--- src/rtl/icfb_pkg.sv ---
// Types, constants and CRC functions of the inverter command frame builder.
// No dependencies; the modules of the block and the testbench import this package.
`default_nettype none

package icfb_pkg;

  typedef enum logic {
    ACT_FRAME = 1'b0,
    ACT_TICK  = 1'b1
  } icfb_action_t;

  // Gear codes; the fourth code carries no meaning and acts as neutral.
  localparam logic [1:0] GEAR_NEUTRAL = 2'd0;
  localparam logic [1:0] GEAR_DRIVE   = 2'd1;
  localparam logic [1:0] GEAR_REVERSE = 2'd2;

  // Configuration register indexes.
  localparam logic [1:0] CFG_SPEED_MAX  = 2'd0;
  localparam logic [1:0] CFG_TORQUE_MAX = 2'd1;
  localparam logic [1:0] CFG_POWER_MODE = 2'd2;
  localparam logic [1:0] CFG_TIMEOUT_MS = 2'd3;

  localparam int CFG_IDX_W  = 2;
  localparam int CFG_DATA_W = 16;

  localparam logic [15:0] SPEED_MAX_RST  = 16'd6000;
  localparam logic [14:0] TORQUE_MAX_RST = 15'd3000;
  localparam logic        POWER_MODE_RST = 1'b0;
  localparam logic [15:0] TIMEOUT_MS_RST = 16'd2000;

  localparam logic [10:0] ID_FIRST  = 11'h410;
  localparam logic [10:0] ID_LAST   = 11'h412;
  localparam logic [7:0]  ACT_CAP   = 8'd60;
  localparam logic [7:0]  ACT_SAT   = 8'd255;

  localparam logic [7:0]  CRC_POLY  = 8'hAD;

  // Product of throttle magnitude and the selected limit, and its quotient by 1000.
  localparam int M_W         = 27;
  localparam int Q_W         = 17;
  // Reciprocal of 1000 scaled by 2^37, rounded up; exact for products below 2^27.
  localparam int RECIP_W     = 28;
  localparam int RECIP_SHIFT = 37;
  localparam int PROD_W      = M_W + RECIP_W;
  localparam logic [RECIP_W-1:0] RECIP_1000 = 28'd137438954;

  typedef struct packed {
    logic [15:0] speed_max;
    logic [14:0] torque_max;
    logic        power_mode;
    logic [15:0] timeout_ms;
  } icfb_cfg_t;

  typedef struct packed {
    icfb_action_t       action;
    logic [10:0]        frame_id;
    logic signed [10:0] throttle;
    logic [1:0]         gear_request;
    logic               enable_request;
    logic [31:0]        now_ms;
  } icfb_item_t;

  // Word leaving the state stage: scaled product plus the finished frame fields.
  typedef struct packed {
    logic [M_W-1:0] mag;
    logic           spd_en;
    logic           trq_en;
    logic           neg;
    logic [2:0]     state_byte;
    logic [7:0]     alive;
    logic           running;
  } icfb_prod_t;

  typedef struct packed {
    logic [Q_W-1:0] quo;
    logic           spd_en;
    logic           trq_en;
    logic           neg;
    logic [2:0]     state_byte;
    logic [7:0]     alive;
    logic           running;
  } icfb_quo_t;

  typedef struct packed {
    logic [15:0] speed_word;
    logic [15:0] torque_word;
    logic [2:0]  state_byte;
    logic [7:0]  alive_byte;
    logic [7:0]  crc_byte;
    logic        running_flag;
  } icfb_result_t;

  function automatic logic [7:0] crc8_byte(input logic [7:0] crc_in, input logic [7:0] data);
    logic [7:0] c;
    c = crc_in ^ data;
    for (int i = 0; i < 8; i++) begin
      c = c[7] ? ({c[6:0], 1'b0} ^ CRC_POLY) : {c[6:0], 1'b0};
    end
    return c;
  endfunction

  // CRC-8 over the six frame bytes, low byte of each word first, initial value zero.
  function automatic logic [7:0] crc8_frame(input logic [15:0] speed, input logic [15:0] torque,
                                            input logic [2:0] state, input logic [7:0] alive);
    logic [7:0] c;
    c = 8'd0;
    c = crc8_byte(c, speed[7:0]);
    c = crc8_byte(c, speed[15:8]);
    c = crc8_byte(c, torque[7:0]);
    c = crc8_byte(c, torque[15:8]);
    c = crc8_byte(c, {5'd0, state});
    c = crc8_byte(c, alive);
    return c;
  endfunction

endpackage

`default_nettype wire

--- src/rtl/icfb_if.sv ---
// Channel interfaces of the command frame builder: input words and result words.
// Plain valid/ready handshake; no dependencies.
`default_nettype none

interface icfb_in_if;
  logic              valid;
  logic              ready;
  logic              action;
  logic [10:0]       frame_id;
  logic signed [10:0] throttle;
  logic [1:0]        gear_request;
  logic              enable_request;
  logic [31:0]       now_ms;

  modport source (output valid, action, frame_id, throttle, gear_request, enable_request,
                  now_ms, input ready);
  modport sink (input valid, action, frame_id, throttle, gear_request, enable_request,
                now_ms, output ready);
endinterface

interface icfb_out_if;
  logic        valid;
  logic        ready;
  logic [15:0] speed_word;
  logic [15:0] torque_word;
  logic [2:0]  state_byte;
  logic [7:0]  alive_byte;
  logic [7:0]  crc_byte;
  logic        running_flag;

  modport source (output valid, speed_word, torque_word, state_byte, alive_byte, crc_byte,
                  running_flag, input ready);
  modport sink (input valid, speed_word, torque_word, state_byte, alive_byte, crc_byte,
                running_flag, output ready);
endinterface

`default_nettype wire

--- src/rtl/icfb_ctrl.sv ---
// Input register, event/tick state and the throttle-by-limit multiply stage.
// Depends on icfb_pkg.
`default_nettype none

module icfb_ctrl (
  input  wire                  clk,
  input  wire                  rst_n,
  input  icfb_pkg::icfb_cfg_t  cfg,
  input  wire                  in_valid,
  output logic                 in_ready,
  input  icfb_pkg::icfb_item_t in_item,
  output logic                 dn_valid,
  input  wire                  dn_ready,
  output icfb_pkg::icfb_prod_t dn_word
);
  import icfb_pkg::*;

  logic        s1_valid_r, s1_valid_nxt;
  icfb_item_t  s1_item_r;
  logic        p_valid_r, p_valid_nxt;
  icfb_prod_t  p_r, p_nxt;

  logic [7:0]  act_r, act_nxt;
  logic        online_r, online_nxt;
  logic        run_r, run_nxt;
  logic [31:0] tstart_r, tstart_nxt;
  logic [7:0]  alive_r, alive_nxt;

  logic        is_tick, s1_take, p_free;
  logic [1:0]  gear;
  logic        act_nz, id_hit, motion, thr_neg;
  logic [7:0]  act_dec;
  logic [10:0] thr_u, thr_mag;
  logic [15:0] limit;
  logic [31:0] elapsed;

  assign is_tick  = (s1_item_r.action == ACT_TICK);
  assign p_free   = !p_valid_r || dn_ready;
  assign s1_take  = s1_valid_r && (!is_tick || p_free);
  assign in_ready = !s1_valid_r || s1_take;

  always_comb begin
    s1_valid_nxt = s1_valid_r;
    if (in_ready) begin
      s1_valid_nxt = in_valid;
    end
  end

  // Per-item state update and the multiply; all of it in one stage.
  always_comb begin
    act_nxt    = act_r;
    online_nxt = online_r;
    run_nxt    = run_r;
    tstart_nxt = tstart_r;
    alive_nxt  = alive_r;

    id_hit  = (s1_item_r.frame_id >= ID_FIRST) && (s1_item_r.frame_id <= ID_LAST);
    act_nz  = (act_r != 8'd0);
    act_dec = act_r - 8'd1;
    elapsed = s1_item_r.now_ms - tstart_r;

    gear = s1_item_r.gear_request;
    case (gear)
      GEAR_DRIVE, GEAR_REVERSE: gear = act_nz ? gear : GEAR_NEUTRAL;
      default:                  gear = GEAR_NEUTRAL;
    endcase

    if (s1_take) begin
      if (!is_tick) begin
        online_nxt = 1'b1;
        if (id_hit && act_r != ACT_SAT) begin
          act_nxt = act_r + 8'd1;
        end
      end else begin
        if (act_nz) begin
          act_nxt = (act_dec > ACT_CAP) ? ACT_CAP : act_dec;
        end
        if (online_r) begin
          run_nxt = 1'b1;
        end else if (elapsed > {16'd0, cfg.timeout_ms}) begin
          run_nxt    = 1'b0;
          tstart_nxt = s1_item_r.now_ms;
        end
        online_nxt = 1'b0;
        alive_nxt  = alive_r + 8'd1;
      end
    end

    motion  = s1_item_r.enable_request && (gear != GEAR_NEUTRAL);
    thr_u   = s1_item_r.throttle;
    thr_neg = thr_u[10];
    thr_mag = thr_neg ? (~thr_u + 11'd1) : thr_u;
    limit   = cfg.power_mode ? {1'b0, cfg.torque_max} : cfg.speed_max;

    p_nxt.mag        = M_W'(thr_mag) * M_W'(limit);
    p_nxt.spd_en     = motion && !cfg.power_mode && !thr_neg;
    p_nxt.trq_en     = motion && cfg.power_mode;
    p_nxt.neg        = thr_neg;
    p_nxt.state_byte = {gear == GEAR_REVERSE, gear == GEAR_DRIVE, 1'b1};
    p_nxt.alive      = alive_nxt;
    p_nxt.running    = run_nxt;

    p_valid_nxt = p_valid_r;
    if (p_free) begin
      p_valid_nxt = s1_take && is_tick;
    end
  end

  always_ff @(posedge clk) begin
    if (!rst_n) begin
      s1_valid_r <= 1'b0;
      p_valid_r  <= 1'b0;
      act_r      <= 8'd0;
      online_r   <= 1'b0;
      run_r      <= 1'b0;
      tstart_r   <= 32'd0;
      alive_r    <= 8'd0;
    end else begin
      s1_valid_r <= s1_valid_nxt;
      p_valid_r  <= p_valid_nxt;
      act_r      <= act_nxt;
      online_r   <= online_nxt;
      run_r      <= run_nxt;
      tstart_r   <= tstart_nxt;
      alive_r    <= alive_nxt;
    end
  end

  always_ff @(posedge clk) begin
    if (in_valid && in_ready) begin
      s1_item_r <= in_item;
    end
    if (s1_take && is_tick && p_free) begin
      p_r <= p_nxt;
    end
  end

  assign dn_valid = p_valid_r;
  assign dn_word  = p_r;

endmodule

`default_nettype wire

--- src/rtl/icfb_scale.sv ---
// Divide-by-1000 stage: multiplies the product by a scaled reciprocal of 1000.
// Depends on icfb_pkg.
`default_nettype none

module icfb_scale (
  input  wire                  clk,
  input  wire                  rst_n,
  input  wire                  up_valid,
  output logic                 up_ready,
  input  icfb_pkg::icfb_prod_t up_word,
  output logic                 dn_valid,
  input  wire                  dn_ready,
  output icfb_pkg::icfb_quo_t  dn_word
);
  import icfb_pkg::*;

  logic              q_valid_r, q_valid_nxt;
  icfb_quo_t         q_r, q_nxt;
  logic [PROD_W-1:0] prod;

  assign up_ready = !q_valid_r || dn_ready;

  always_comb begin
    prod             = PROD_W'(up_word.mag) * PROD_W'(RECIP_1000);
    q_nxt.quo        = prod[RECIP_SHIFT +: Q_W];
    q_nxt.spd_en     = up_word.spd_en;
    q_nxt.trq_en     = up_word.trq_en;
    q_nxt.neg        = up_word.neg;
    q_nxt.state_byte = up_word.state_byte;
    q_nxt.alive      = up_word.alive;
    q_nxt.running    = up_word.running;
    q_valid_nxt      = up_ready ? up_valid : q_valid_r;
  end

  always_ff @(posedge clk) begin
    if (!rst_n) begin
      q_valid_r <= 1'b0;
    end else begin
      q_valid_r <= q_valid_nxt;
    end
  end

  always_ff @(posedge clk) begin
    if (up_valid && up_ready) begin
      q_r <= q_nxt;
    end
  end

  assign dn_valid = q_valid_r;
  assign dn_word  = q_r;

endmodule

`default_nettype wire

--- src/rtl/icfb_frame.sv ---
// Output stage: selects speed and torque words, applies the sign, adds the CRC.
// Depends on icfb_pkg.
`default_nettype none

module icfb_frame (
  input  wire                    clk,
  input  wire                    rst_n,
  input  wire                    up_valid,
  output logic                   up_ready,
  input  icfb_pkg::icfb_quo_t    up_word,
  output logic                   out_valid,
  input  wire                    out_ready,
  output icfb_pkg::icfb_result_t out_word
);
  import icfb_pkg::*;

  logic         o_valid_r, o_valid_nxt;
  icfb_result_t o_r, o_nxt;
  logic [15:0]  q16;

  assign up_ready = !o_valid_r || out_ready;

  always_comb begin
    q16 = up_word.quo[15:0];
    o_nxt.speed_word   = up_word.spd_en ? q16 : 16'd0;
    o_nxt.torque_word  = up_word.trq_en ? (up_word.neg ? (~q16 + 16'd1) : q16) : 16'd0;
    o_nxt.state_byte   = up_word.state_byte;
    o_nxt.alive_byte   = up_word.alive;
    o_nxt.running_flag = up_word.running;
    o_nxt.crc_byte     = crc8_frame(o_nxt.speed_word, o_nxt.torque_word,
                                    up_word.state_byte, up_word.alive);
    o_valid_nxt        = up_ready ? up_valid : o_valid_r;
  end

  always_ff @(posedge clk) begin
    if (!rst_n) begin
      o_valid_r <= 1'b0;
    end else begin
      o_valid_r <= o_valid_nxt;
    end
  end

  always_ff @(posedge clk) begin
    if (up_valid && up_ready) begin
      o_r <= o_nxt;
    end
  end

  assign out_valid = o_valid_r;
  assign out_word  = o_r;

endmodule

`default_nettype wire

--- src/rtl/inverter_command_frame_builder.sv ---
// Top level of the inverter command frame builder: configuration registers and
// the three pipeline stages. Depends on icfb_pkg, icfb_if, icfb_ctrl, icfb_scale, icfb_frame.
//
// Usage. Words arrive on in_ch: an action of zero is a received-frame event, an
// action of one is a periodic tick. Events only update the online flag and the
// activity count and produce no result. Each tick produces exactly one command
// frame word on out_ch, in the order the ticks were accepted.
// Path: a tick accepted on in_ch passes the input register, multiply stage,
// reciprocal stage and output register in order before it shows up on out_ch as valid.
// Throughput: one word per cycle on in_ch, events and ticks alike, as long as a
// tick finds the multiply stage free. The rate is set by the state update in
// the input stage, which every word passes through in order.
// Configuration: cfg_we writes cfg_wdata into the register chosen by cfg_idx
// (0 speed_max, 1 torque_max, 2 power_mode, 3 timeout_ms) at the clock edge.
// Write only while no tick is in flight.
// Reset: rst_n is synchronous and active low. It empties the pipeline, clears
// the activity count, flags, timer start and alive counter, and loads the
// configuration defaults (6000, 3000, speed mode, 2000 ms).
// Stall: when out_ch.ready is low the output register holds its word; the
// stages behind it keep filling, so up to three ticks plus one input word are
// held before in_ch.ready drops.
`default_nettype none

module inverter_command_frame_builder (
  input  wire                                   clk,
  input  wire                                   rst_n,
  input  wire                                   cfg_we,
  input  wire [icfb_pkg::CFG_IDX_W-1:0]         cfg_idx,
  input  wire [icfb_pkg::CFG_DATA_W-1:0]        cfg_wdata,
  icfb_in_if.sink                               in_ch,
  icfb_out_if.source                            out_ch
);
  import icfb_pkg::*;

  icfb_cfg_t    cfg_r, cfg_nxt;
  icfb_item_t   in_item;
  logic         p_valid, p_ready, q_valid, q_ready;
  icfb_prod_t   p_word;
  icfb_quo_t    q_word;
  icfb_result_t res;

  // Register writes; the index range is fully decoded.
  always_comb begin
    cfg_nxt = cfg_r;
    if (cfg_we) begin
      case (cfg_idx)
        CFG_SPEED_MAX:  cfg_nxt.speed_max  = cfg_wdata;
        CFG_TORQUE_MAX: cfg_nxt.torque_max = cfg_wdata[14:0];
        CFG_POWER_MODE: cfg_nxt.power_mode = cfg_wdata[0];
        CFG_TIMEOUT_MS: cfg_nxt.timeout_ms = cfg_wdata;
        default:        cfg_nxt = cfg_r;
      endcase
    end
  end

  always_ff @(posedge clk) begin
    if (!rst_n) begin
      cfg_r.speed_max  <= SPEED_MAX_RST;
      cfg_r.torque_max <= TORQUE_MAX_RST;
      cfg_r.power_mode <= POWER_MODE_RST;
      cfg_r.timeout_ms <= TIMEOUT_MS_RST;
    end else begin
      cfg_r <= cfg_nxt;
    end
  end

  assign in_item.action         = icfb_action_t'(in_ch.action);
  assign in_item.frame_id       = in_ch.frame_id;
  assign in_item.throttle       = in_ch.throttle;
  assign in_item.gear_request   = in_ch.gear_request;
  assign in_item.enable_request = in_ch.enable_request;
  assign in_item.now_ms         = in_ch.now_ms;

  // Stage 1: input register, state update and throttle times limit.
  icfb_ctrl u_ctrl (
    .clk      (clk),
    .rst_n    (rst_n),
    .cfg      (cfg_r),
    .in_valid (in_ch.valid),
    .in_ready (in_ch.ready),
    .in_item  (in_item),
    .dn_valid (p_valid),
    .dn_ready (p_ready),
    .dn_word  (p_word)
  );

  // Stage 2: quotient by 1000.
  icfb_scale u_scale (
    .clk      (clk),
    .rst_n    (rst_n),
    .up_valid (p_valid),
    .up_ready (p_ready),
    .up_word  (p_word),
    .dn_valid (q_valid),
    .dn_ready (q_ready),
    .dn_word  (q_word)
  );

  // Stage 3: final words, CRC and the output register.
  icfb_frame u_frame (
    .clk       (clk),
    .rst_n     (rst_n),
    .up_valid  (q_valid),
    .up_ready  (q_ready),
    .up_word   (q_word),
    .out_valid (out_ch.valid),
    .out_ready (out_ch.ready),
    .out_word  (res)
  );

  assign out_ch.speed_word   = res.speed_word;
  assign out_ch.torque_word  = res.torque_word;
  assign out_ch.state_byte   = res.state_byte;
  assign out_ch.alive_byte   = res.alive_byte;
  assign out_ch.crc_byte     = res.crc_byte;
  assign out_ch.running_flag = res.running_flag;

endmodule

`default_nettype wire

--- src/flat_wrapper.sv ---
// flat-port wrapper written by rule: the top's interface ports become plain ports
module inverter_command_frame_builder_flat import icfb_pkg::*;
  (clk, rst_n, cfg_we, cfg_idx, cfg_wdata, in_ch_valid, in_ch_action, in_ch_frame_id, in_ch_throttle, in_ch_gear_request, in_ch_enable_request, in_ch_now_ms, in_ch_ready, out_ch_valid, out_ch_speed_word, out_ch_torque_word, out_ch_state_byte, out_ch_alive_byte, out_ch_crc_byte, out_ch_running_flag, out_ch_ready);
  icfb_in_if in_ch_i ();
  icfb_out_if out_ch_i ();
  input  wire clk;
  input  wire rst_n;
  input  wire cfg_we;
  input  wire [icfb_pkg::CFG_IDX_W-1:0] cfg_idx;
  input  wire [icfb_pkg::CFG_DATA_W-1:0] cfg_wdata;
  input wire logic [$bits(in_ch_i.valid)-1:0] in_ch_valid;
  input wire logic [$bits(in_ch_i.action)-1:0] in_ch_action;
  input wire logic [$bits(in_ch_i.frame_id)-1:0] in_ch_frame_id;
  input wire logic [$bits(in_ch_i.throttle)-1:0] in_ch_throttle;
  input wire logic [$bits(in_ch_i.gear_request)-1:0] in_ch_gear_request;
  input wire logic [$bits(in_ch_i.enable_request)-1:0] in_ch_enable_request;
  input wire logic [$bits(in_ch_i.now_ms)-1:0] in_ch_now_ms;
  output wire logic [$bits(in_ch_i.ready)-1:0] in_ch_ready;
  output wire logic [$bits(out_ch_i.valid)-1:0] out_ch_valid;
  output wire logic [$bits(out_ch_i.speed_word)-1:0] out_ch_speed_word;
  output wire logic [$bits(out_ch_i.torque_word)-1:0] out_ch_torque_word;
  output wire logic [$bits(out_ch_i.state_byte)-1:0] out_ch_state_byte;
  output wire logic [$bits(out_ch_i.alive_byte)-1:0] out_ch_alive_byte;
  output wire logic [$bits(out_ch_i.crc_byte)-1:0] out_ch_crc_byte;
  output wire logic [$bits(out_ch_i.running_flag)-1:0] out_ch_running_flag;
  input wire logic [$bits(out_ch_i.ready)-1:0] out_ch_ready;
  assign in_ch_i.valid = in_ch_valid;
  assign in_ch_i.action = in_ch_action;
  assign in_ch_i.frame_id = in_ch_frame_id;
  assign in_ch_i.throttle = in_ch_throttle;
  assign in_ch_i.gear_request = in_ch_gear_request;
  assign in_ch_i.enable_request = in_ch_enable_request;
  assign in_ch_i.now_ms = in_ch_now_ms;
  assign in_ch_ready = in_ch_i.ready;
  assign out_ch_valid = out_ch_i.valid;
  assign out_ch_speed_word = out_ch_i.speed_word;
  assign out_ch_torque_word = out_ch_i.torque_word;
  assign out_ch_state_byte = out_ch_i.state_byte;
  assign out_ch_alive_byte = out_ch_i.alive_byte;
  assign out_ch_crc_byte = out_ch_i.crc_byte;
  assign out_ch_running_flag = out_ch_i.running_flag;
  assign out_ch_i.ready = out_ch_ready;
  inverter_command_frame_builder u_core (.clk(clk), .rst_n(rst_n), .cfg_we(cfg_we), .cfg_idx(cfg_idx), .cfg_wdata(cfg_wdata), .in_ch(in_ch_i), .out_ch(out_ch_i));
endmodule
--- config.mk ---
export PLATFORM = sky130hd
export DESIGN_NAME = inverter_command_frame_builder_flat
export DESIGN_NICKNAME = d
export VERILOG_FILES = /design/src/rtl/icfb_pkg.sv /design/src/rtl/icfb_if.sv /design/src/rtl/icfb_ctrl.sv /design/src/rtl/icfb_scale.sv /design/src/rtl/icfb_frame.sv /design/src/rtl/inverter_command_frame_builder.sv /design/src/flat_wrapper.sv
export SDC_FILE = /design/constraint.sdc
export NUM_CORES = 2
export LEC_CHECK = 0
export BUFFER_PORTS_ARGS = -buffer_cell sky130_fd_sc_hd__buf_2
export CORE_ASPECT_RATIO = 0.8
export CORE_MARGIN = 2
export CORE_UTILIZATION = 64
export CTS_CLUSTER_DIAMETER = 40
export CTS_CLUSTER_SIZE = 12
export DETAILED_ROUTE_END_ITERATION = 10
export PLACE_DENSITY = 0.84
export SYNTH_ARGS = -nofsm -noshare
export SYNTH_HDL_FRONTEND = slang
export SYNTH_SLANG_ARGS = --single-unit
--- constraint.sdc ---
create_clock -name clk -period 9.8 [get_ports clk]
set_input_delay 0.49 -clock clk [delete_from_list [all_inputs] [get_ports clk]]
set_output_delay 0.49 -clock clk [all_outputs]
set_load 0.02 [all_outputs]
# Yosys cells after proc, flatten, opt, wreduce, memory -nomap -nowiden
# Cells that the tools add are included.
# totals
register_bits	282
latch_bits	0
ram_bits	0
mem_bits_ro	0
output_inout_bits	54
wordCells	218
n_memories	0
# op_classes
addsub	6
n_mul	2
div	0
order_cmp	4
eq_ne	9
shifts	0
mux	66
n_bitwise	56
reduce_logical	35
# op_table
operator	count
$mux 8	54
$not 5->5	48
$mux 16	4
$mul 27x27->52 const B	1
$gt 32x16->1	1
$sub 32x32->32	1
$xor 8x8->8	4
$mul 11x16->27	1
$add 16x1->16 const B	1
$add 8x1->8 const B	2
$not 16->16	1
$logic_and 1x1->1	12
$add 11x1->11 const B	1
$ge 11x11->1 const B	1
$le 11x11->1 const B	1
$mux 11	1
$not 11->11	1
$eq 2x2->1 const B	4
$gt 8x6->1 const B	1
$ne 8x8->1 const B	1
$reduce_and 2->1	4
$reduce_bool 8->1	1
$sub 8x1->8 const B	1
$xor 8x3->8	1
other kinds (12)	30

# Logic depth before layout (Yosys ltp)
# logic_depth
word_depth	102
depth_mapped	29
mapped_depth_nobuf	29

# Cells and area by module
# A second synthesis with hierarchy kept.
# unflattened
hier_cells	3219
area_unflattened_um2	31971.9
# by_module_without_submodules
module	n_inst	cells_each	area_each_um2
icfb_ctrl	1	1588	14740.4
icfb_scale	1	1157	11848.9
icfb_frame	1	286	3477.1
inverter_command_frame_builder	1	188	1905.6

# Worst setup path after synthesis
# Ideal clock, no wire load.
# synth_path
kind	register to register
from	reg u_core.u_ctrl.s1_item_r, in the netlist u_core.u_ctrl.thr_u[0]
to	reg u_core.u_ctrl.p_r, in the netlist u_core.u_ctrl.dn_word[41], data pin
setup_ns	0.259
t_arrival_ns	6.497
required_ns	9.541
path_slack_ns	3.044
stages_incl_launch_ff	28
n_path_buf	1
period_less_slack_ns	6.756
cell_sequence	edfxtp_1 inv_1 ha_1 nand2b_1 o41ai_1 xor2_1 clkbuf_1 nor2_1 fa_1 fa_1 inv_1 fa_1 inv_1 fa_1 inv_1 fa_1 inv_1 ha_1 or4_1 o211ai_1 a211oi_1 o21ai_0 a21boi_0 nor4_1 nor3_1 a211oi_1 a21oi_1 xnor2_1
# synth_rtl
item	line	text
start, declared	icfb_ctrl.sv:19	icfb_item_t s1_item_r;
start signal, assigned	icfb_ctrl.sv:131	s1_item_r <= in_item;
end signal, assigned	icfb_ctrl.sv:134	p_r <= p_nxt;
end, declared	icfb_ctrl.sv:21	icfb_prod_t p_r, p_nxt;

==> impl_metrics.json <==
{
  "outcome": "completed",
  "synth_fp_nets": 3740,
  "cts_setup_buffers": 0,
  "rows": 70,
  "drc": 0,
  "multiInputGateArea_um2": 19300,
  "r2r_start": "u_core.u_ctrl.thr_u[0]",
  "clock_skew_ns": 0.0123,
  "synth_async_sr_flop_share_pct": 0,
  "cts_resized": 0,
  "cts-root-buf": "clkbuf_16",
  "whs_endpoint": "u_core.u_ctrl.s1_item_r[56]",
  "tritoncts": "yes",
  "rsz0062_at_grt": "false",
  "fillers": 3234,
  "die_y_um": 195,
  "grt-busiest-layer": "met2",
  "grt_use_total_pct": 30.0,
  "min_period_over_period_pct": 83.5,
  "hold_ws_ns": 0.0968,
  "rr_endpoint": "u_core.u_ctrl.dn_word[40]",
  "clk_path_buf_depth": 3,
  "arrival_ns": 8.47,
  "syn2layout_area_growth_pct": 8.92,
  "place_congestion": 1.01,
  "synth.most_common_cell": "inv_1",
  "drive_gt1_share_pct": 8.26,
  "io_pins": 135,
  "setup_viol": 0,
  "path_class": "reg2reg",
  "required_ns": 10.08,
  "min_path_cells": 1,
  "grt_max_degree": 81,
  "initial_core_util_pct": 64.5,
  "clk_latency_ns": 0.57,
  "cts.htree.levels": 2,
  "final_net_count": 3867,
  "worst_slew_pin_slew_ns": 1.04,
  "synth_seq_cells": 282,
  "use_met1_pct": 42.0,
  "cts_buffers": 40,
  "cp_max_fo": 13,
  "core_um2": 45500,
  "diodes": 0,
  "hold_start": "in_ch_frame_id[10]",
  "ff2ff_path_depth": 25,
  "finalMaxSlewViolations": 0,
  "drt_iter0_markers": 1503,
  "synthCells": 2903,
  "register_area_um2": 7450,
  "r2r_slack_ns": 1.61,
  "dr.pass1.iters": 6,
  "synthFlopType": "edfxtp_1",
  "via_count": 20600,
  "grt.met2_usage_pct": 49.1,
  "synth.avg_cell_area_um2": 10.1,
  "post-route-min-period_ns": 8.19,
  "netlist.area_leader.share_pct": 24.0,
  "maxCapViolCount": 0,
  "holdBufCountCts": 0,
  "clock-sinks": 282,
  "synth_top_area_cell": "fa_1",
  "netlist_area_um2": 29300,
  "grt_pass1_vias": 21800,
  "antenna_found_initial": 0,
  "ys_seq_area_share_pct": 25.4,
  "grt_first_pass_wirelength_um": 113000,
  "yosys-top-cells-area": "fa_1 (24%), edfxtp_1 (18%), ha_1 (17%)",
  "finalHoldViolations": 0,
  "worst_setup_path_start_kind": "register",
  "viasPerCell": 5.60,
  "min_path_type": "in2reg",
  "synth_commonest_cells": "inv_1 (612), ha_1 (405), fa_1 (351), nand2_1 (336), edfxtp_1 (180)",
  "endpoint_kind": "register",
  "wl_per_cell_um": 18.9,
  "yosysWarnings": 0,
  "final_antenna_net_count": 0,
  "port-buffer-count": 133,
  "clk_pin_slew_ns": 0.06,
  "drt-total-wl_um": 69500,
  "relSlewSlack_pct": 30.3,
  "die_area_um2": 47500,
  "die_width_um": 243,
  "synth_edf_count": 180,
  "finalSetupTns_ns": 0,
  "clock.fmax_ghz": 0.122,
  "ys_types": 74,
  "globalRouteOverflowTotal": 0,
  "dp_hpwl_um": 56100,
  "use_met3_pct": 5.18
}
## layer usage
layer	part of all wire [%]	vias up	routed length (um)
li1	-	9582	-
met1	43	10200	30100
met2	47	700	32500
met3	7.4	125	5160
met4	2.5	0	1730
met5	0	-	0
## metrics by stage
step / util (%) / setup slack [ns] / instances / cell area (um2)
6_report: 70.2 / 1.61 / 3674 / 31900
5_1_grt: 70.2 / 1.23 / 3674 / 31900
4_1_cts: 70.2 / 1.67 / 3674 / 31900
3_5_place_dp: 67.4 / 1.69 / 3600 / 30600
3_3_place_gp: 67.4 / 1.77 / 3600 / 30600
2_1_floorplan: - / 3.04 / 2903 / 29300
## sequential cells by signal (all words and copies together), names as in the netlist
register	count
u_core.u_frame.out_word	51
u_core.u_ctrl.act_r	8
u_core.u_ctrl.dn_valid	1
u_core.u_ctrl.online_r	1
u_core.u_ctrl.tstart_r	32
u_core.u_ctrl.dn_word	41
u_core.u_ctrl.run_r	1
u_core.u_ctrl.s1_item_r	46
u_core.u_ctrl.is_tick	1
u_core.u_ctrl.thr_u	11
u_core.cfg_r	48
u_core.u_scale.dn_valid	1
u_core.u_frame.out_valid	1
u_core.u_ctrl.s1_valid_r	1
u_core.u_scale.dn_word	30
u_core.u_ctrl.alive_r	8
## logic make-up after synthesis
logic type,synth area share (%)
adders and majority gates,41.3
buffers and inverters,8.78
and+or+nand+nor,10.3
AOI/OAI and AO/OA,6.59
DFF,25.4
xor gates and xnor gates,5.45
muxes,2.22
other,0.0128
## worst max-delay path by stage
stage	from	endpoint	slack (ns)	cells past startpoint
floorplan	u_core.u_ctrl.thr_u[0]	u_core.u_ctrl.dn_word[41]	3.04	27
global placement	u_core.u_ctrl.thr_u[0]	u_core.u_ctrl.dn_word[41]	1.77	25
detailed placement	u_core.u_ctrl.thr_u[0]	u_core.u_ctrl.dn_word[41]	1.69	25
CTS	u_core.u_ctrl.thr_u[0]	u_core.u_ctrl.dn_word[41]	1.67	25
global route	u_core.u_ctrl.thr_u[0]	u_core.u_ctrl.dn_word[40]	1.23	25
finish	u_core.u_ctrl.thr_u[0]	u_core.u_ctrl.dn_word[40]	1.61	25
## layout make-up
type	count	area share (%)
Timing Repair Buffer	150	2.49
Clock buffer	52	3.34
Sequential cell	282	23.3
Tap cell	612	2.40
Inverter	613	7.21
Clock inverter	22	0.713
Multi-Input combinational cell	1943	60.5
## cell usage in the layout (no fill, tap or decap), drive strengths merged, types with 27 or more instances in the layout
master	count
inv	625
ha	405
fa	351
nand2	336
edfxtp	180
buf	150
xnor2	120
nor2	110
dfxtp	102
a21oi	61
and2	52
clkbuf	52
o21ai	50
xor2	49
mux2i	48
nand3	39
a21boi	39
nor2b	27
## worst max-delay path, stage by stage, from the launching register on
cell      delay, ns
edfxtp_1       0.75
inv_1          0.35
ha_1           0.31
nand2b_1       0.15
xnor2_1        0.80
buf_4          0.31
nand2_1        0.09
fa_1           0.54
inv_1          0.05
fa_1           0.44
ha_1           0.30
fa_1           0.49
inv_1          0.05
fa_1           0.49
inv_1          0.05
ha_1           0.32
a21boi_0       0.18
o211ai_1       0.27
a21boi_0       0.18
o21ai_0        0.40
o21ai_0        0.26
nor4_1         0.21
nor3_1         0.11
a41o_1         0.27
o41ai_1        0.33
xnor2_1        0.18
Power is not shown: default switching activity piles up to over one toggle a cycle in this logic, so the estimate is an artifact.
